<file path="src/rtl/pfr_pkg.sv">
// Shared types, constants and the dominance compare of the Pareto front ranker.
package pfr_pkg;

  localparam int unsigned MaxPoints = 64;
  localparam int unsigned ObjW      = 32;
  localparam int unsigned InW       = 32;
  localparam int unsigned OutW      = 6;
  localparam int unsigned IdxW      = $clog2(MaxPoints);
  localparam int unsigned LdW       = $clog2(MaxPoints + 1);

  typedef struct packed {
    logic [ObjW-1:0] pwr;
    logic [ObjW-1:0] tim;
  } point_t;

  typedef enum logic [1:0] {
    MODE_COUNT   = 2'd0,
    MODE_MARK    = 2'd1,
    MODE_RELEASE = 2'd2
  } mode_e;

  typedef struct packed {
    logic  load_en;
    logic  clr_set;
    logic  i_clr;
    logic  i_inc;
    logic  piv_lat;
    logic  scan_start;
    logic  scan_run;
    mode_e mode;
    logic  cnt_wr;
    logic  rank_init;
    logic  front_clr;
    logic  front_inc;
    logic  out_ld;
  } cmd_t;

  typedef struct packed {
    logic scan_done;
    logic i_last;
    logic i_in_front;
    logic all_done;
    logic out_taken;
  } status_t;

  // True when point a dominates point b.
  function automatic logic beats(point_t a, point_t b);
    logic no_worse;
    logic better;
    no_worse = (a.pwr <= b.pwr) && (a.tim <= b.tim);
    better   = (a.pwr < b.pwr) || (a.tim < b.tim);
    return no_worse && better;
  endfunction

endpackage

</file>
<file path="src/rtl/pfr_ctrl.sv">
// Controller of the Pareto front ranker: sequences load, counting, front peeling and output.
module pfr_ctrl (
  input  logic              clk_i,
  input  logic              rst_ni,
  input  logic              in_valid_i,
  input  logic              last_point_i,
  output logic              in_ready_o,
  input  pfr_pkg::status_t  status_i,
  output pfr_pkg::cmd_t     cmd_o
);

  typedef enum logic [14:0] {
    ST_IDLE    = 15'b000000000000001,
    ST_C_PIV   = 15'b000000000000010,
    ST_C_LAT   = 15'b000000000000100,
    ST_C_SCAN  = 15'b000000000001000,
    ST_C_WR    = 15'b000000000010000,
    ST_M_START = 15'b000000000100000,
    ST_M_SCAN  = 15'b000000001000000,
    ST_R_SEL   = 15'b000000010000000,
    ST_R_LAT   = 15'b000000100000000,
    ST_R_SCAN  = 15'b000001000000000,
    ST_R_NEXT  = 15'b000010000000000,
    ST_R_END   = 15'b000100000000000,
    ST_O_RD    = 15'b001000000000000,
    ST_O_LD    = 15'b010000000000000,
    ST_O_HOLD  = 15'b100000000000000
  } state_e;

  state_e state_q;
  state_e state_d;
  logic   accept;

  assign in_ready_o = state_q == ST_IDLE;
  assign accept     = in_valid_i && in_ready_o;

  always_comb begin
    state_d = state_q;
    cmd_o   = '0;
    unique case (state_q)
      ST_IDLE: begin
        cmd_o.load_en = accept;
        if (accept && last_point_i) begin
          cmd_o.i_clr     = 1'b1;
          cmd_o.rank_init = 1'b1;
          state_d         = ST_C_PIV;
        end
      end
      ST_C_PIV: begin
        state_d = ST_C_LAT;
      end
      ST_C_LAT: begin
        cmd_o.piv_lat    = 1'b1;
        cmd_o.scan_start = 1'b1;
        state_d          = ST_C_SCAN;
      end
      ST_C_SCAN: begin
        cmd_o.scan_run = 1'b1;
        cmd_o.mode     = pfr_pkg::MODE_COUNT;
        if (status_i.scan_done) begin
          state_d = ST_C_WR;
        end
      end
      ST_C_WR: begin
        cmd_o.cnt_wr = 1'b1;
        if (status_i.i_last) begin
          state_d = ST_M_START;
        end else begin
          cmd_o.i_inc = 1'b1;
          state_d     = ST_C_PIV;
        end
      end
      ST_M_START: begin
        cmd_o.front_clr  = 1'b1;
        cmd_o.scan_start = 1'b1;
        state_d          = ST_M_SCAN;
      end
      ST_M_SCAN: begin
        cmd_o.scan_run = 1'b1;
        cmd_o.mode     = pfr_pkg::MODE_MARK;
        if (status_i.scan_done) begin
          cmd_o.i_clr = 1'b1;
          state_d     = ST_R_SEL;
        end
      end
      ST_R_SEL: begin
        if (status_i.i_in_front) begin
          state_d = ST_R_LAT;
        end else if (status_i.i_last) begin
          state_d = ST_R_END;
        end else begin
          cmd_o.i_inc = 1'b1;
        end
      end
      ST_R_LAT: begin
        cmd_o.piv_lat    = 1'b1;
        cmd_o.scan_start = 1'b1;
        state_d          = ST_R_SCAN;
      end
      ST_R_SCAN: begin
        cmd_o.scan_run = 1'b1;
        cmd_o.mode     = pfr_pkg::MODE_RELEASE;
        if (status_i.scan_done) begin
          state_d = ST_R_NEXT;
        end
      end
      ST_R_NEXT: begin
        if (status_i.i_last) begin
          state_d = ST_R_END;
        end else begin
          cmd_o.i_inc = 1'b1;
          state_d     = ST_R_SEL;
        end
      end
      ST_R_END: begin
        if (status_i.all_done) begin
          cmd_o.i_clr = 1'b1;
          state_d     = ST_O_RD;
        end else begin
          cmd_o.front_inc = 1'b1;
          state_d         = ST_M_START;
        end
      end
      ST_O_RD: begin
        state_d = ST_O_LD;
      end
      ST_O_LD: begin
        cmd_o.out_ld = 1'b1;
        state_d      = ST_O_HOLD;
      end
      ST_O_HOLD: begin
        if (status_i.out_taken) begin
          if (status_i.i_last) begin
            cmd_o.clr_set = 1'b1;
            state_d       = ST_IDLE;
          end else begin
            cmd_o.i_inc = 1'b1;
            state_d     = ST_O_RD;
          end
        end
      end
      default: begin
        state_d = ST_IDLE;
      end
    endcase
  end

  always_ff @(posedge clk_i or negedge rst_ni) begin
    if (!rst_ni) begin
      state_q <= ST_IDLE;
    end else begin
      state_q <= state_d;
    end
  end

endmodule

</file>
<file path="config.mk">
export PLATFORM = sky130hd
export DESIGN_NAME = pfr_ctrl
export DESIGN_NICKNAME = d
export VERILOG_FILES = /design/src/rtl/pfr_pkg.sv /design/src/rtl/pfr_ctrl.sv
export SDC_FILE = /design/constraint.sdc
export NUM_CORES = 1
export LEC_CHECK = 0
export BUFFER_PORTS_ARGS = -buffer_cell sky130_fd_sc_hd__buf_2
export CORE_MARGIN = 4
export CORE_UTILIZATION = 45
export CTS_BUF_LIST = sky130_fd_sc_hd__clkbuf_16
export CTS_CLUSTER_DIAMETER = 30
export DETAILED_ROUTE_END_ITERATION = 8
export HOLD_SLACK_MARGIN = 0.06
export MAX_ROUTING_LAYER = met4
export PLACE_DENSITY_LB_ADDON = 0.05
export SLEW_MARGIN = 20
export SYNTH_ARGS = -nofsm -noshare
export SYNTH_HDL_FRONTEND = slang
export SYNTH_SLANG_ARGS = --single-unit
</file>
<file path="constraint.sdc">
create_clock -name clk_i -period 2.5 [get_ports clk_i]
set_input_delay 0.125 -clock clk_i [delete_from_list [all_inputs] [get_ports clk_i]]
set_output_delay 0.125 -clock clk_i [all_outputs]
set_load 0.01 [all_outputs]
</file>
==> results of run 1 <==
path summary, 6_finish.rpt:
kind                             startpoint     endpoint  slack (ns)
worst max-delay path             state_q[9]    cmd_o[11]        0.08
worst min-delay path            status_i[2]   state_q[8]        0.12
worst max register to register   state_q[9]   state_q[9]        0.33
worst min register to register  state_q[13]  state_q[13]        0.53
max in group asynchronous            rst_ni   state_q[0]        1.88
min in group asynchronous            rst_ni  state_q[10]        0.32
placed cells by master, fill, tap and decap left out, drive strengths merged, types with 2 or more instances in the layout:
cell	Yosys	layout
nor4b	6	6
xor2	2	2
a22oi	2	2
o21ai	3	3
nand3	2	2
nor2	14	14
nor3	7	7
a21oi	6	6
a21o	3	3
or4b	5	5
nand2	11	11
nor4	6	6
clkbuf	2	3
buf	3	27
a22o	2	2
inv	4	5
or4	3	3
and3	2	2
or3	3	3
dfrtp	14	14
and4b	2	2
or2	2	2
per-stage QoR:
step,setup slack [ns],hold slack [ns],power (mW)
after floorplan,0.388,-0.171,0.690
after global placement,0.294,0.0489,0.784
after detailed placement,0.260,0.0525,0.783
after CTS,0.0703,0.121,1.09
after global routing,0.0187,0.131,1.16
final,0.0844,0.123,1.09
metal layers:
metal | vias up | routed length [um] | global-route usage [%]
li1 | 509 | - | -
met1 | 498 | 1300 | 24.1
met2 | 30 | 1280 | 28.2
met3 | 5 | 167 | 2.71
met4 | 0 | 36 | 5.96
met5 | - | 0 | -
layout make-up:
cell class / instances / share of cell area [%]
repair buffers: 28 / 11.8
clock buffers: 3 / 5.73
inverters: 4 / 1.15
well taps: 28 / 2.67
clock inverters: 1 / 0.287
multi-input cells: 93 / 49.6
flip-flops and latches: 15 / 28.7
critical path, stage by stage, from the launching register on:
cell      delay [ns]
dfrtp_1         0.44
or4_4           0.61
nor3_4          0.26
and4b_4         0.31
and3_2          0.19
nand3b_1        0.10
buf_2           0.13
logic make-up (layout without fill, tap and decap cells):
logic type,after synthesis,count (layout),share of synthesized area [%]
buffers and inverters,9,36,6.63
DFF,15,15,34.4
xor gates and xnor gates,2,2,1.60
and+or+nand+nor,67,67,40.2
AOI/OAI and AO/OA,24,24,17.1
report_power, final:
part | total, mW | switching (mW) | internal [mW] | leakage (nW)
combinational | 0.457 | 0.263 | 0.194 | 0.388
sequential | 0.331 | 0.0529 | 0.278 | 0.204
clock | 0.305 | 0.0935 | 0.211 | 0.0423
total | 1.09 | 0.409 | 0.683 | 0.635
what timing repair did:
item,4_1_cts,5_1_grt
hold buffers,1,0
gates resized for setup,1,0
pin swaps,0,1
endpoints found under the hold margin,14,0
endpoints found under the setup margin,1,1
setup buffers,0,1
==> qor.yml, run 1 <==
floorplanning:
  die_area_um2: 3290
  core_um2: 2250
  num_rows: 17
  die_h_um: 57.3
  initial_core_util_pct: 48.6
  num_io_pins: 24
  chipWidth_um: 57.3
route:
  drt_iter0_drc: 23
  drc: 0
  antenna_left: 0
  viasPerCell: 6.06
  wire_per_inst_um: 16.2
  firstDrtPassIters: 4
  vias: 1042
  finalWirelength_um: 2790
clock_tree:
  clockBufferDepth: 2
  htree_levels: 1
  cts_inserted_buffers: 3
  clock_latency_ns: 0.24
  clk_pin_slew_ns: 0.05
  clock-root-buffer: "clkbuf_16"
  cts_sinks: 15
  cts_tree: "yes"
timing:
  fin_skew_ns: 0.00250
  maxSlewHeadroom_pct: 64.3
  finalSetupViolations: 0
  period_minus_slack_ns: 2.42
  final_max_slew_viol_count: 0
  fmax_mhz: 414
  fin_tns_setup_ns: 0
  hold_violations: 0
  final.period_utilization_pct: 96.6
  worst_pin_slew_ns: 0.530
  rsz0062_at_grt: "false"
critical_path:
  crit_type: "reg2out"
  reg2regPathDepth: 6
  crit_required_ns: 2.38
  worstPathArrival_ns: 2.29
  cp-start-kind: "flip-flop"
  critPathMaxFanout: 7
  end_kind: "primary output"
logic_synthesis:
  ys_ff_latch: 15
  synth_common_cells: "14 x dfrtp_1, 13 x nor2_1, 10 x nand2_1"
  synth_ff_type: "dfrtp_1"
  synthArstFlopShare_pct: 100
  syn_nets: 126
  yosysMostFrequentCell: "dfrtp_1"
  ys.warnings.count: 0
  synth_top_area_cell: "dfrtp_1"
  synth.distinct_cells: 47
  synth_edf_count: 0
  syn_area_per_cell_um2: 9.36
  synth_area_leaders: "dfrtp_1 32%, nor4b_1 4.8%, nor2_1 4.5%, or4b_2 3.7%, nand2_1 3.4%"
  syn_inst: 117
  syn-cell-area_um2: 1090
  synth_top_area_share_pct: 32.0
  ys_seq_area_share_pct: 34.4
power_and_ir_drop:
  leakagePower_nw: 0.635
  power_density_nw_per_um2: 834
  vdd_ir_drop_max_v: 0.000496
global_routing:
  grt_pass1_vias: 989
  gr-total-overflow: 0
  grt_pass1_wl_um: 4450
  grt_max_degree: 16
  antenna_found_initial: 0
  grt_use_total_pct: 18.1
status:
  status: "finished clean"
finish:
  nFillCells: 207
  largest-register: "state_q"
  regArea_um2: 377
  syn_to_final_growth_pct: 19.7
  final_cell_area_um2: 1310
  drive_above_1_share_pct: 36.1
  largest_register_ff_count: 15
  layoutNonFillerInstCount: 172
  top_regs: "state_q: 15 flops"
  fin_util_pct: 58.1
  final_net_count: 154
  multi_input_area_um2: 649
  diodes: 0
placed_design:
  place_area_um2: 1210
  place_congestion: 0.920
  post-dp-hpwl_um: 2150
  dp.cells: 166
  io_buffers: 23
hold_path:
  hold-path-cell-count: 3
  hold_path.class: "in2reg"
flow_run:
  drv_cap: 0
Note: power is estimated with default switching activity, not from simulation.
==> run 2, diff against run 1 <==
--- a/config.mk
+++ b/config.mk
@@ -5,7 +5,7 @@
 export SDC_FILE = /design/constraint.sdc
 export NUM_CORES = 1
 export LEC_CHECK = 0
-export BUFFER_PORTS_ARGS = -buffer_cell sky130_fd_sc_hd__buf_2
+export BUFFER_PORTS_ARGS = -buffer_cell sky130_fd_sc_hd__buf_4
 export CORE_MARGIN = 4
 export CORE_UTILIZATION = 45
 export CTS_BUF_LIST = sky130_fd_sc_hd__clkbuf_16
==> qor.yml, run 2 (same netlist as run 1, synthesis figures left out) <==
clock_tree:
  clk_pin_slew_ns: 0.05
  htree_levels: 1
  clock_latency_ns: 0.24
  cts_inserted_buffers: 3
  cts_tree: "yes"
  clock-root-buffer: "clkbuf_16"
  cts_sinks: 15
  clockBufferDepth: 2
finish:
  diodes: 0
  mostFrequentLayoutCell: "buf_4"
  syn_to_final_growth_pct: 26.3
  largest_register_ff_count: 15
  drive_above_1_share_pct: 37.2
  final_cell_area_um2: 1380
  fin_util_pct: 61.3
  mostFrequentLayoutCells: "28 x buf_4, 14 x dfrtp_1, 12 x nor2_1"
  final_net_count: 155
  layoutNonFillerInstCount: 173
  top_regs: "state_q: 15 flops"
  largest-register: "state_q"
route:
  drt_iter0_drc: 24
  antenna_left: 0
  viasPerCell: 6.06
  firstDrtPassIters: 4
  vias: 1049
  wire_per_inst_um: 16.9
  drc: 0
  finalWirelength_um: 2930
global_routing:
  gr-total-overflow: 0
  grt_max_degree: 16
  grt_pass1_wl_um: 4950
  antenna_found_initial: 0
  grt_pass1_vias: 1043
  grt_use_total_pct: 19.6
timing:
  fmax_mhz: 408
  finalSetupViolations: 0
  layout_setup_ws_ns: 0.0499
  fin_skew_ns: 0.00146
  holdWs_ns: 0.120
  final.period_utilization_pct: 98.0
  worst_pin_slew_ns: 0.562
  final_max_slew_viol_count: 0
  maxSlewHeadroom_pct: 62.2
  period_minus_slack_ns: 2.45
  hold_violations: 0
floorplanning:
  initial_core_util_pct: 48.6
  num_io_pins: 24
  die_h_um: 57.3
  core_um2: 2250
  chipWidth_um: 57.3
  num_rows: 17
  die_area_um2: 3290
critical_path:
  critPathMaxStageDelay_ns: 0.62
  cp-start-kind: "flip-flop"
  critPathMaxFanout: 7
  end_kind: "primary output"
  slowest_stage: "or4_4"
  worstPathArrival_ns: 2.33
  crit_type: "reg2out"
  crit_chain: "or4_4, nor3_4, and4b_4, and3_2, nand3b_1, buf_4"
  reg2regPathDepth: 6
  crit_required_ns: 2.38
power_and_ir_drop:
  power_density_nw_per_um2: 815
  vdd_ir_drop_max_v: 0.000652
  leakagePower_nw: 0.645
flow_run:
  drv_cap: 0
placed_design:
  io_buffers: 23
  place_ws_ns: 0.252
  dp.cells: 166
  place_area_um2: 1270
  place_congestion: 0.884
  post-dp-hpwl_um: 2260
hold_path:
  hold_path.class: "in2reg"
  hold-path-cell-count: 2
status:
  status: "finished clean"
## run 2: cell types whose count changed in the layout (fill, tap and decap cells not counted)
cell	before	now
buf_4	4	28
buf_2	23	0
nor2_1	13	12
nor2_4	1	2
## run 2: layout make-up
type / count / area (um2)
Inverter: 4 / 15.0
Fill cell: 206 / 872
Sequential cell: 15 / 377
Tap cell: 28 / 35.0
Clock inverter: 1 / 3.75
Clock buffer: 3 / 75.1
Timing Repair Buffer: 29 / 220
Multi-Input combinational cell: 93 / 657
## run 2: timing repair
action | CTS | global route
hold endpoints to repair | 15 | 0
setup buffers | 0 | 2
pin swaps | 0 | 1
resized for setup | 1 | 2
setup endpoints to repair | 1 | 2
hold buffers | 1 | 0
## run 2: per-stage QoR
stage	total power, mW	setup TNS, ns
floorplan	0.690	0
global placement	0.804	0
detailed placement	0.802	0
CTS	1.12	0
global route	1.20	-0.0214
finish	1.13	0
## run 2: final timing paths
kind | startpoint | end | slack [ns]
min in group asynchronous | rst_ni | state_q[9] | 0.28
max reg2reg | state_q[9] | state_q[9] | 0.31
max | state_q[9] | cmd_o[11] | 0.05
min | status_i[3] | state_q[7] | 0.12
max in group asynchronous | rst_ni | state_q[0] | 1.97
min reg2reg | state_q[13] | state_q[13] | 0.52
## run 2: routing by layer
metal	vias to the layer above	GRT usage, %	wire [um]
met3	4	3.17	163
li1	505	-	-
met1	506	26.1	1340
met4	0	4.64	34
met2	34	31.0	1390
met5	-	-	0
## run 2: power breakdown
| group | total [mW] | switching (mW) | internal [mW] |
|---|---|---|---|
| sequential | 0.330 | 0.0526 | 0.278 |
| combinational | 0.485 | 0.269 | 0.217 |
| clock | 0.311 | 0.0994 | 0.212 |
| total | 1.13 | 0.420 | 0.707 |
## run 2: worst max-delay path, delay by kind of cell, from the launching register on
family / cells / cell delay [ns]
buf+inv: 1 / 0.12
flops: 1 / 0.44
simple gates: 5 / 1.50
==> run 3, diff against run 2 <==
--- a/config.mk
+++ b/config.mk
@@ -11,9 +11,11 @@
 export CTS_BUF_LIST = sky130_fd_sc_hd__clkbuf_16
 export CTS_CLUSTER_DIAMETER = 30
 export DETAILED_ROUTE_END_ITERATION = 8
+export GPL_ROUTABILITY_DRIVEN = 0
 export HOLD_SLACK_MARGIN = 0.06
 export MAX_ROUTING_LAYER = met4
 export PLACE_DENSITY_LB_ADDON = 0.05
+export SETUP_SLACK_MARGIN = 0.2
 export SLEW_MARGIN = 20
 export SYNTH_ARGS = -nofsm -noshare
 export SYNTH_HDL_FRONTEND = slang
==> qor.yml, run 3 (same netlist as run 1, synthesis figures left out) <==
timing:
  fmax_mhz: 431
  finalSetupViolations: 0
  rsz0062_at_grt: "true"
  fin_skew_ns: 0.000843
  period_minus_slack_ns: 2.32
  fin_tns_setup_ns: 0
  hold_violations: 0
  final.period_utilization_pct: 92.8
  final_max_slew_viol_count: 0
  maxSlewHeadroom_pct: 66.9
  worst_pin_slew_ns: 0.490
critical_path:
  timing.rr.end: "state_q[9]"
  critPathMaxFanout: 6
  reg2regPathDepth: 7
  crit_type: "reg2out"
  end_kind: "primary output"
  r2r-start: "state_q[5]"
  worstPathArrival_ns: 2.20
  cp-start-kind: "flip-flop"
  crit_required_ns: 2.38
  r2r_slack_ns: 0.29
  worstSetupStartpoint: "state_q[5]"
route:
  drc: 0
  firstDrtPassIters: 4
  finalWirelength_um: 3130
  viasPerCell: 6.03
  dr_wl_met3_um: 143
  dr.max_layer_used: "met4"
  drt_iter0_drc: 23
  vias: 1086
  wire_per_inst_um: 17.4
  met2_wirelength_um: 1520
  antenna_left: 0
  m1WireLength_um: 1450
power_and_ir_drop:
  swShare_pct: 38.0
  pwr-share-clk_pct: 25.6
  vdd_ir_drop_max_v: 0.000647
  power_frac_comb_pct: 47.2
  power_density_nw_per_um2: 819
  p_int_uw: 757
  leakagePower_nw: 0.683
  seq_power_share_pct: 27.2
  p_switching_uw: 464
clock_tree:
  clock-root-buffer: "clkbuf_16"
  cts_sinks: 15
  htree_levels: 1
  clk_pin_slew_ns: 0.05
  cts_inserted_buffers: 3
  cts_tree: "yes"
  clockBufferDepth: 2
  clock_latency_ns: 0.24
finish:
  top_regs: "state_q: 15 flops"
  drive_above_1_share_pct: 47.4
  fin_util_pct: 66.1
  largest-register: "state_q"
  final_net_count: 162
  mostFrequentLayoutCells: "35 x buf_4, 12 x dfrtp_1, 9 x nor2_1"
  syn_to_final_growth_pct: 36.2
  largest_register_ff_count: 15
  mostFrequentLayoutCell: "buf_4"
  diodes: 0
  nFillCells: 200
global_routing:
  grt_pass1_wl_um: 5010
  grt_max_degree: 16
  gr-total-overflow: 0
  grt_pass1_vias: 1047
  grt_use_total_pct: 19.8
  antenna_found_initial: 0
placed_design:
  post-dp-hpwl_um: 2260
  io_buffers: 23
hold_path:
  hold_end: "state_q[7]"
  min_from: "status_i[3]"
  hold_path.class: "in2reg"
  hold-path-cell-count: 2
floorplanning:
  num_io_pins: 24
  initial_core_util_pct: 48.6
  die_area_um2: 3290
  num_rows: 17
  die_h_um: 57.3
  core_um2: 2250
  chipWidth_um: 57.3
flow_run:
  drv_cap: 0
status:
  status: "finished clean"
## run 3: cell types whose count changed in the layout (fill, tap and decap cells not counted), moves of 2 or more
cell / previous run / this run
buf_4: 28 / 35
nor2_1: 12 / 9
nor2_2: 0 / 3
dfrtp_1: 14 / 12
dfrtp_2: 0 / 2
nand2_1: 10 / 8
nand2_2: 0 / 2
or3_4: 0 / 2
## run 3: what timing repair did
action | 4_1_cts | 5_1_grt
pin swaps | 4 | 5
setup endpoints to repair | 6 | 5
buffers inserted | 3 | 6
hold endpoints to repair | 15 | 0
hold buffers | 1 | 0
gates resized for setup | 8 | 10
## run 3: power by group through the flow
stage | Combinational (mW) | Sequential (mW) | Clock, mW
after CTS | 0.506 | 0.328 | 0.315
after global routing | 0.628 | 0.339 | 0.328
final | 0.576 | 0.332 | 0.313
after detailed placement | 0.471 | 0.332 | 0
after floorplan | 0.395 | 0.295 | 0
after global placement | 0.474 | 0.330 | 0
## run 3: worst max-delay path by stage
stage / end / slack, ns
finish: cmd_o[11] / 0.18
global route: cmd_o[11] / 0.13
CTS: cmd_o[11] / 0.19
detailed placement: cmd_o[11] / 0.25
global placement: cmd_o[11] / 0.29
floorplan: cmd_o[11] / 0.39
## run 3: per-stage QoR
stage	instance area, um2	instances	hold slack [ns]	power, mW	setup WS [ns]
2_1_floorplan	1090	117	-0.171	0.690	0.388
6_report	1490	180	0.126	1.22	0.179
5_1_grt	1490	180	0.144	1.30	0.130
4_1_cts	1410	174	0.122	1.15	0.193
3_3_place_gp	1270	166	-0.00512	0.804	0.290
3_5_place_dp	1270	166	-0.00360	0.802	0.252
## run 3: final cells by class
cell class | count | area [um2] | share of cell area (%)
Clock buffer | 3 | 75.1 | 5.03
Sequential cell | 15 | 379 | 25.4
Multi-Input combinational cell | 93 | 711 | 47.7
Timing Repair Buffer | 36 | 273 | 18.3
Tap cell | 28 | 35.0 | 2.35
Clock inverter | 1 | 3.75 | 0.252
Inverter | 4 | 15.0 | 1.01
## run 3: per-layer routing
metal / GRT usage, % / vias up
met5: - / -
met1: 26.7 / 530
li1: - / 524
met4: 2.98 / 0
met3: 3.17 / 2
met2: 32.0 / 30
## run 3: worst max-delay path: stages, from the launching register on
cell      delay [ns]
dfrtp_1         0.42
or4_4           0.62
nor3_4          0.22
and4b_4         0.28
and3_4          0.19
nand3b_1        0.10
buf_4           0.12
